--- config.mk ---
export PLATFORM = sky130hd
export DESIGN_NAME = sorted_list_insert_remove
export DESIGN_NICKNAME = d
export VERILOG_FILES = /design/src/sli_pkg.sv /design/src/sli_cell.sv /design/src/sorted_list_insert_remove.sv
export SDC_FILE = /design/constraint.sdc
export NUM_CORES = 2
export LEC_CHECK = 0
export ABC_AREA = 1
export BUFFER_PORTS_ARGS = -buffer_cell sky130_fd_sc_hd__buf_2
export CORE_UTILIZATION = 40
export CTS_CLUSTER_SIZE = 8
export DETAILED_ROUTE_END_ITERATION = 16
export PLACE_DENSITY_LB_ADDON = 0.1
export SLEW_MARGIN = 30
export SYNTH_ARGS = -nofsm -noshare
export SYNTH_HDL_FRONTEND = slang
export SYNTH_SLANG_ARGS = --single-unit
--- constraint.sdc ---
create_clock -name i_clk -period 4.2 [get_ports i_clk]
set_input_delay 0.63 -clock i_clk [delete_from_list [all_inputs] [get_ports i_clk]]
set_output_delay 0.63 -clock i_clk [all_outputs]
set_load 0.02 [all_outputs]
--- src/sli_pkg.sv ---
// shared types and codes for the sorted list block
// no dependencies; imported by the cell, the top level and the checker
package sli_pkg;

    localparam int unsigned VALUE_W = 32;
    localparam int unsigned COUNT_W = 5;

    typedef enum logic {
        ACT_INSERT = 1'b0,
        ACT_REMOVE = 1'b1
    } t_action;

    typedef enum logic [1:0] {
        ST_DONE      = 2'd0,
        ST_NOT_FOUND = 2'd1,
        ST_EMPTY     = 2'd2,
        ST_FULL      = 2'd3
    } t_status;

    // broadcast from the top level to every cell
    typedef struct packed {
        logic insert;
        logic remove;
    } t_cell_cmd;

    // what a cell shows its neighbors
    typedef struct packed {
        logic occ;
        logic lt;
        logic eq;
    } t_cell_flags;

endpackage

--- src/sli_cell.sv ---
// one slot of the sorted list: entry register, occupied bit, compare logic
// depends on sli_pkg
module sli_cell #(
    parameter int DATA_WIDTH = 32
) (
    input  logic                          i_clk,
    input  logic                          i_rst_n,
    input  sli_pkg::t_cell_cmd            i_cmd,
    input  logic signed [DATA_WIDTH-1:0]  i_value,
    input  sli_pkg::t_cell_flags          i_left,
    input  logic signed [DATA_WIDTH-1:0]  i_left_entry,
    input  logic                          i_right_occ,
    input  logic signed [DATA_WIDTH-1:0]  i_right_entry,
    output sli_pkg::t_cell_flags          o_flags,
    output logic signed [DATA_WIDTH-1:0]  o_entry
);
    import sli_pkg::*;

    logic signed [DATA_WIDTH-1:0] r_entry, n_entry;
    logic                         r_occ, n_occ;
    logic                         w_lt;

    assign w_lt    = r_occ & (r_entry < i_value);
    assign o_flags = '{occ: r_occ, lt: w_lt, eq: r_occ & (r_entry == i_value)};
    assign o_entry = r_entry;

    always_comb begin
        n_entry = r_entry;
        n_occ   = r_occ;
        if (i_cmd.insert && !w_lt) begin
            // at the insert point take the new value, past it shift up
            n_entry = i_left.lt ? i_value : i_left_entry;
            n_occ   = r_occ | i_left.occ;
        end else if (i_cmd.remove && !w_lt) begin
            // from the removed slot on, shift down
            n_entry = i_right_entry;
            n_occ   = i_right_occ;
        end
    end

    always_ff @(posedge i_clk) begin
        if (!i_rst_n) begin
            r_occ <= 1'b0;
        end else begin
            r_occ <= n_occ;
        end
    end

    always_ff @(posedge i_clk) begin
        r_entry <= n_entry;
    end

endmodule

--- src/sorted_list_insert_remove.sv ---
// sorted list with insert and remove, built as a row of compare-and-shift cells
// depends on sli_pkg and sli_cell
//
// usage
//   input channel: i_in_valid / o_in_ready carry one word (i_action, i_value).
//     action insert places value ahead of the first stored entry that is not
//     smaller; action remove takes out the first entry equal to value.
//   output channel: o_out_valid / i_out_ready carry one word per input word:
//     o_status (done, not found, empty, full), o_removed_value (the value taken
//     out on a good remove, else 0) and o_entry_count after the operation.
//   result: registered, valid in the cycle after the input word is accepted.
//   throughput: one word per cycle while results are taken; every cell compares
//     the broadcast value and shifts with its neighbor in the same cycle, so the
//     compare plus the found reduction across the row is the only per-word work.
//   stall: results sit in one output register; the input is still accepted
//     while that register is being emptied, and is held off only while a
//     result waits and i_out_ready is low.
//   reset: synchronous, active low; the list comes up empty, the count is zero
//     and no result is pending. No clearing pass, entries are marked by the
//     per-cell occupied bits only.
//   an insert into a full list is rejected with status full, list unchanged.
module sorted_list_insert_remove #(
    parameter int CAPACITY   = 16,
    parameter int DATA_WIDTH = 32
) (
    input  logic                                i_clk,
    input  logic                                i_rst_n,
    input  logic                                i_in_valid,
    output logic                                o_in_ready,
    input  logic                                i_action,
    input  logic signed [sli_pkg::VALUE_W-1:0]  i_value,
    output logic                                o_out_valid,
    input  logic                                i_out_ready,
    output logic [1:0]                          o_status,
    output logic signed [sli_pkg::VALUE_W-1:0]  o_removed_value,
    output logic [sli_pkg::COUNT_W-1:0]         o_entry_count
);
    import sli_pkg::*;

    localparam int CNT_W = $clog2(CAPACITY + 1);

    // broadcast value in stored width
    logic signed [DATA_WIDTH-1:0] w_value;
    logic                         w_accept;
    logic                         w_full, w_empty, w_found;
    t_cell_cmd                    w_cmd;
    t_status                      w_status;

    logic signed [DATA_WIDTH-1:0] w_entry [CAPACITY];
    t_cell_flags                  w_flags [CAPACITY];
    logic [CAPACITY-1:0]          w_match;

    logic [CNT_W-1:0]             r_count, n_count;
    logic                         r_out_valid;
    t_status                      r_status;
    logic signed [VALUE_W-1:0]    r_removed;
    logic [COUNT_W-1:0]           r_out_count;

    assign w_value    = DATA_WIDTH'(i_value);
    assign o_in_ready = !r_out_valid || i_out_ready;
    assign w_accept   = i_in_valid && o_in_ready;

    assign w_full  = (r_count == CNT_W'(CAPACITY));
    assign w_empty = (r_count == '0);
    // entries below value form a prefix, so a match right after it is the first
    assign w_found = |w_match;

    // the row of cells
    for (genvar g = 0; g < CAPACITY; g++) begin : g_cell
        t_cell_flags                  w_left;
        logic signed [DATA_WIDTH-1:0] w_left_entry;
        logic                         w_right_occ;
        logic signed [DATA_WIDTH-1:0] w_right_entry;

        if (g == 0) begin : g_head
            assign w_left       = '{occ: 1'b1, lt: 1'b1, eq: 1'b0};
            assign w_left_entry = w_value;
        end else begin : g_mid
            assign w_left       = w_flags[g-1];
            assign w_left_entry = w_entry[g-1];
        end

        if (g == CAPACITY - 1) begin : g_tail
            assign w_right_occ   = 1'b0;
            assign w_right_entry = w_entry[g];
        end else begin : g_body
            assign w_right_occ   = w_flags[g+1].occ;
            assign w_right_entry = w_entry[g+1];
        end

        assign w_match[g] = w_flags[g].eq & w_left.lt;

        sli_cell #(
            .DATA_WIDTH (DATA_WIDTH)
        ) u_cell (
            .i_clk         (i_clk),
            .i_rst_n       (i_rst_n),
            .i_cmd         (w_cmd),
            .i_value       (w_value),
            .i_left        (w_left),
            .i_left_entry  (w_left_entry),
            .i_right_occ   (w_right_occ),
            .i_right_entry (w_right_entry),
            .o_flags       (w_flags[g]),
            .o_entry       (w_entry[g])
        );
    end

    // operation decode and status
    always_comb begin
        w_cmd    = '{insert: 1'b0, remove: 1'b0};
        w_status = ST_DONE;
        n_count  = r_count;
        case (t_action'(i_action))
            ACT_INSERT: begin
                if (w_full) begin
                    w_status = ST_FULL;
                end else begin
                    w_cmd.insert = w_accept;
                    n_count      = r_count + 1'b1;
                end
            end
            ACT_REMOVE: begin
                if (w_empty) begin
                    w_status = ST_EMPTY;
                end else if (!w_found) begin
                    w_status = ST_NOT_FOUND;
                end else begin
                    w_cmd.remove = w_accept;
                    n_count      = r_count - 1'b1;
                end
            end
            default: begin
                w_status = ST_DONE;
            end
        endcase
    end

    always_ff @(posedge i_clk) begin
        if (!i_rst_n) begin
            r_count     <= '0;
            r_out_valid <= 1'b0;
        end else begin
            if (w_accept) begin
                r_count <= n_count;
            end
            if (w_accept) begin
                r_out_valid <= 1'b1;
            end else if (i_out_ready) begin
                r_out_valid <= 1'b0;
            end
        end
    end

    // result word; the removed value equals the searched value
    always_ff @(posedge i_clk) begin
        if (w_accept) begin
            r_status    <= w_status;
            r_removed   <= w_cmd.remove ? VALUE_W'(w_value) : '0;
            r_out_count <= COUNT_W'(n_count);
        end
    end

    assign o_out_valid     = r_out_valid;
    assign o_status        = r_status;
    assign o_removed_value = r_removed;
    assign o_entry_count   = r_out_count;

endmodule

==> metrics.cfg <==
[min_path]
holdCritPathClass = in2reg

[sta]
setup-tns-final_ns = 0
period_needed_ns = 3.65
post-route-period-util = 0.870
tightestPinTransition_ns = 0.667
max_freq_mhz = 274
finalSetupViolCount = 0
hold_viol_final = 0
setup_repair_after_global_routing_missed_its_margin = no
final.setup_skew_ns = 0.0319
timing_max_transition_violations_final = 0
relSlewSlack = 0.555

[placement]
gp_routability_congestion = 0.885
port_buffers = 77
detailed_place_hpwl_mm = 101
placed_cells = 6396

[power]
irDropWorstVdd_mv = 0.261
leakage_component_of_the_power_nw = 20.8
cellPowerDensity_nw_per_um2 = 356

[routing]
firstDrtPassIters = 5
routed_wirelength_mm = 128
route.detailed.vias_per_inst = 5.33
detail_route.drc_violations = 0
final_antenna_net_count = 0
initialDrtViolationCount = 2624
routedWlPerCell_um = 19.6
number_of_vias_after_detailed_routing = 34727

[finish]
fillCellCount = 10100
finish.net_count = 5664
fin_cells = 6517
share_of_final_layout_standard_cells_stronger_than_drive_strength_1 = 0.0812
area_growth_syn_to_layout_pct = 14.0

[global_route]
wire_length_of_the_first_global_routing_pass_mm = 197
grt_antenna_before_repair = 4
grt_start_max_net_pins = 66
gr-usage-all-layers = 0.245
via_count_of_the_first_global_routing_pass = 33565
grt_remaining_overflow = 0

[logic_synthesis]
post_synth.cell_area_avg_um2 = 8.20
synth-seq-area-share = 0.414
syn-instance-count = 4999
yosys_warnings = 0
postSynthNetCount = 5550
synth_enable_flop_cells = 551
synth_top_area_frac = 0.404
synth.largest_area_cell = sky130_fd_sc_hd__edfxtp_1
synth_commonest_cells = sky130_fd_sc_hd__nand2_1 (1030), sky130_fd_sc_hd__o21ai_0 (718), sky130_fd_sc_hd__inv_1 (556)
synthDistinctLibCells = 40
most_numerous_cell_in_the_yosys_netlist = sky130_fd_sc_hd__nand2_1
synth.top_cells.by_area = sky130_fd_sc_hd__edfxtp_1 (40%), sky130_fd_sc_hd__ha_1 (16%), sky130_fd_sc_hd__nand2_1 (9.4%)
ys_async_sr_fraction = 0
synthFlopType = sky130_fd_sc_hd__edfxtp_1
postSynthRegisterBits = 573
post_synth_instance_area_um2 = 41000

[setup_path]
worst_ep_required_time_ns = 4.54
worstPathMaxFanout = 22
critPathKind = reg2reg
timing.critical_path.to_type = flop
crit_arrival_ns = 4.00
critPathLaunchType = flop

[clock_network]
cts_tree = yes
cts.htree.levels = 3
cts_hold_buffers = 0
cts.repair_timing.setup_buffer_count = 0
clock_sink_count = 573
cts_made_buffers = 83
clk-insertion-delay-late_ns = 0.65
cts_max_path_buffers = 3
clk_pin_slew_worst_paths_ns = 0.05
cts_resized = 0
root_buffer = sky130_fd_sc_hd__clkbuf_16

[floorplanning]
fp-row-count = 117
io-pin-count = 78
die-area_um2 = 104000
core_area_um2 = 102000
floorplan.initialDensity = 0.403
chipHeight_um = 322
dieWidth_um = 322

[status]
status = completed

[job]
max_cap_viol_count = 0

==> final timing paths <==
check	cells after the start	to	startpoint	slack, ns
min	4	o_out_valid$_SDFFE_PN0P_	i_out_ready	0.28
min reg2reg	2	o_out_valid$_SDFFE_PN0P_	o_out_valid$_SDFFE_PN0P_	0.51
max	17	g_cell[13].u_cell.o_entry[21]$_DFFE_PP_	g_cell[11].u_cell.o_entry[23]$_DFFE_PP_	0.55
max reg2reg	17	g_cell[13].u_cell.o_entry[21]$_DFFE_PP_	g_cell[11].u_cell.o_entry[23]$_DFFE_PP_	0.55
==> registers in the layout (all words and copies together), names as in the netlist <==
name,flops
o_status,2
r_count,5
o_removed_value,32
g_cell.u_cell.r_occ,16
g_cell.u_cell.o_entry,512
o_entry_count,5
o_out_valid,1
==> worst max-delay path, cell delays in order, from the launching register on <==
cell	delay (ns)
sky130_fd_sc_hd__edfxtp_1	0.43
sky130_fd_sc_hd__ha_1	0.32
sky130_fd_sc_hd__nand2_1	0.07
sky130_fd_sc_hd__nor2_1	0.36
sky130_fd_sc_hd__nand2_1	0.10
sky130_fd_sc_hd__nand3_1	0.19
sky130_fd_sc_hd__a21oi_1	0.11
sky130_fd_sc_hd__buf_4	0.15
sky130_fd_sc_hd__nand3_1	0.12
sky130_fd_sc_hd__nand4_1	0.30
sky130_fd_sc_hd__nand2_1	0.15
sky130_fd_sc_hd__nor2_1	0.09
sky130_fd_sc_hd__nand4_4	0.11
sky130_fd_sc_hd__nand3_4	0.08
sky130_fd_sc_hd__nand2_4	0.26
sky130_fd_sc_hd__nand2_1	0.11
sky130_fd_sc_hd__inv_1	0.17
sky130_fd_sc_hd__buf_12	0.20
==> final cells by class <==
type                    count  area (µm²)  share of cell area
repair buffers            271        2580              0.0552
clock inverters             7        66.3             0.00142
multi-input cells        3620       21000               0.449
diodes                      1        2.50           0.0000536
clock buffers             113        2260              0.0485
flip-flops and latches    573       17000               0.364
inverters                 564        2120              0.0453
well taps                1368        1710              0.0366
==> layer usage <==
layer,share of wire,vias to the layer above,global-route usage
met5,0,-,0
met4,0.027,0,0.0769
met3,0.043,181,0.0233
met2,0.46,803,0.408
met1,0.47,16147,0.334
li1,-,17596,-
==> per-stage QoR <==
stage | setup WS [ns] | util | power [mW] | cell area [µm²] | hold slack [ns]
2_1_floorplan | 0.414 | - | 9.20 | 41000 | 0.516
3_3_place_gp | 0.0245 | 0.436 | 10.4 | 44400 | 0.499
3_5_place_dp | 0.00539 | 0.436 | 10.4 | 44400 | 0.503
4_1_cts | 0.620 | 0.459 | 16.8 | 46700 | 0.232
5_1_grt | 0.378 | 0.459 | 17.5 | 46700 | 0.280
6_report | 0.545 | 0.459 | 16.7 | 46700 | 0.283
==> cells in the final DEF, fill, tap and decap left out, types with 3 or more instances in the layout <==
| cell | n |
|---|---|
| sky130_fd_sc_hd__a21o_1 | 18 |
| sky130_fd_sc_hd__a21oi_1 | 527 |
| sky130_fd_sc_hd__a31oi_1 | 61 |
| sky130_fd_sc_hd__and2_1 | 3 |
| sky130_fd_sc_hd__and3_1 | 7 |
| sky130_fd_sc_hd__buf_12 | 59 |
| sky130_fd_sc_hd__buf_2 | 77 |
| sky130_fd_sc_hd__buf_4 | 135 |
| sky130_fd_sc_hd__clkbuf_1 | 26 |
| sky130_fd_sc_hd__clkbuf_16 | 86 |
| sky130_fd_sc_hd__clkinv_1 | 4 |
| sky130_fd_sc_hd__dfxtp_1 | 22 |
| sky130_fd_sc_hd__edfxtp_1 | 551 |
| sky130_fd_sc_hd__ha_1 | 514 |
| sky130_fd_sc_hd__inv_1 | 555 |
| sky130_fd_sc_hd__inv_2 | 7 |
| sky130_fd_sc_hd__nand2_1 | 1028 |
| sky130_fd_sc_hd__nand2_2 | 12 |
| sky130_fd_sc_hd__nand3_1 | 83 |
| sky130_fd_sc_hd__nand3_2 | 10 |
| sky130_fd_sc_hd__nand4_1 | 81 |
| sky130_fd_sc_hd__nor2_1 | 357 |
| sky130_fd_sc_hd__nor2_2 | 19 |
| sky130_fd_sc_hd__nor2_4 | 3 |
| sky130_fd_sc_hd__nor3_1 | 10 |
| sky130_fd_sc_hd__nor4_1 | 15 |
| sky130_fd_sc_hd__o211ai_1 | 64 |
| sky130_fd_sc_hd__o21a_1 | 27 |
| sky130_fd_sc_hd__o21ai_0 | 718 |
| sky130_fd_sc_hd__o21bai_1 | 15 |
| sky130_fd_sc_hd__o22ai_1 | 33 |
| sky130_fd_sc_hd__xor2_1 | 4 |
==> kinds of logic after synthesis <==
group,after synthesis,share of synthesized area
and+or+nand+nor,1634,0.162
xor gates and xnor gates,4,0.000855
DFF,573,0.414
adders and majority gates,514,0.157
AOI/OAI and AO/OA,1468,0.190
buffers and inverters,806,0.0755
==> report_power, final <==
| group | internal, mW | switching, mW |
|---|---|---|
| Combinational | 1.12 | 2.14 |
| Sequential | 6.80 | 0.244 |
| Clock | 3.70 | 2.64 |
(Power assumes the default switching activity.)
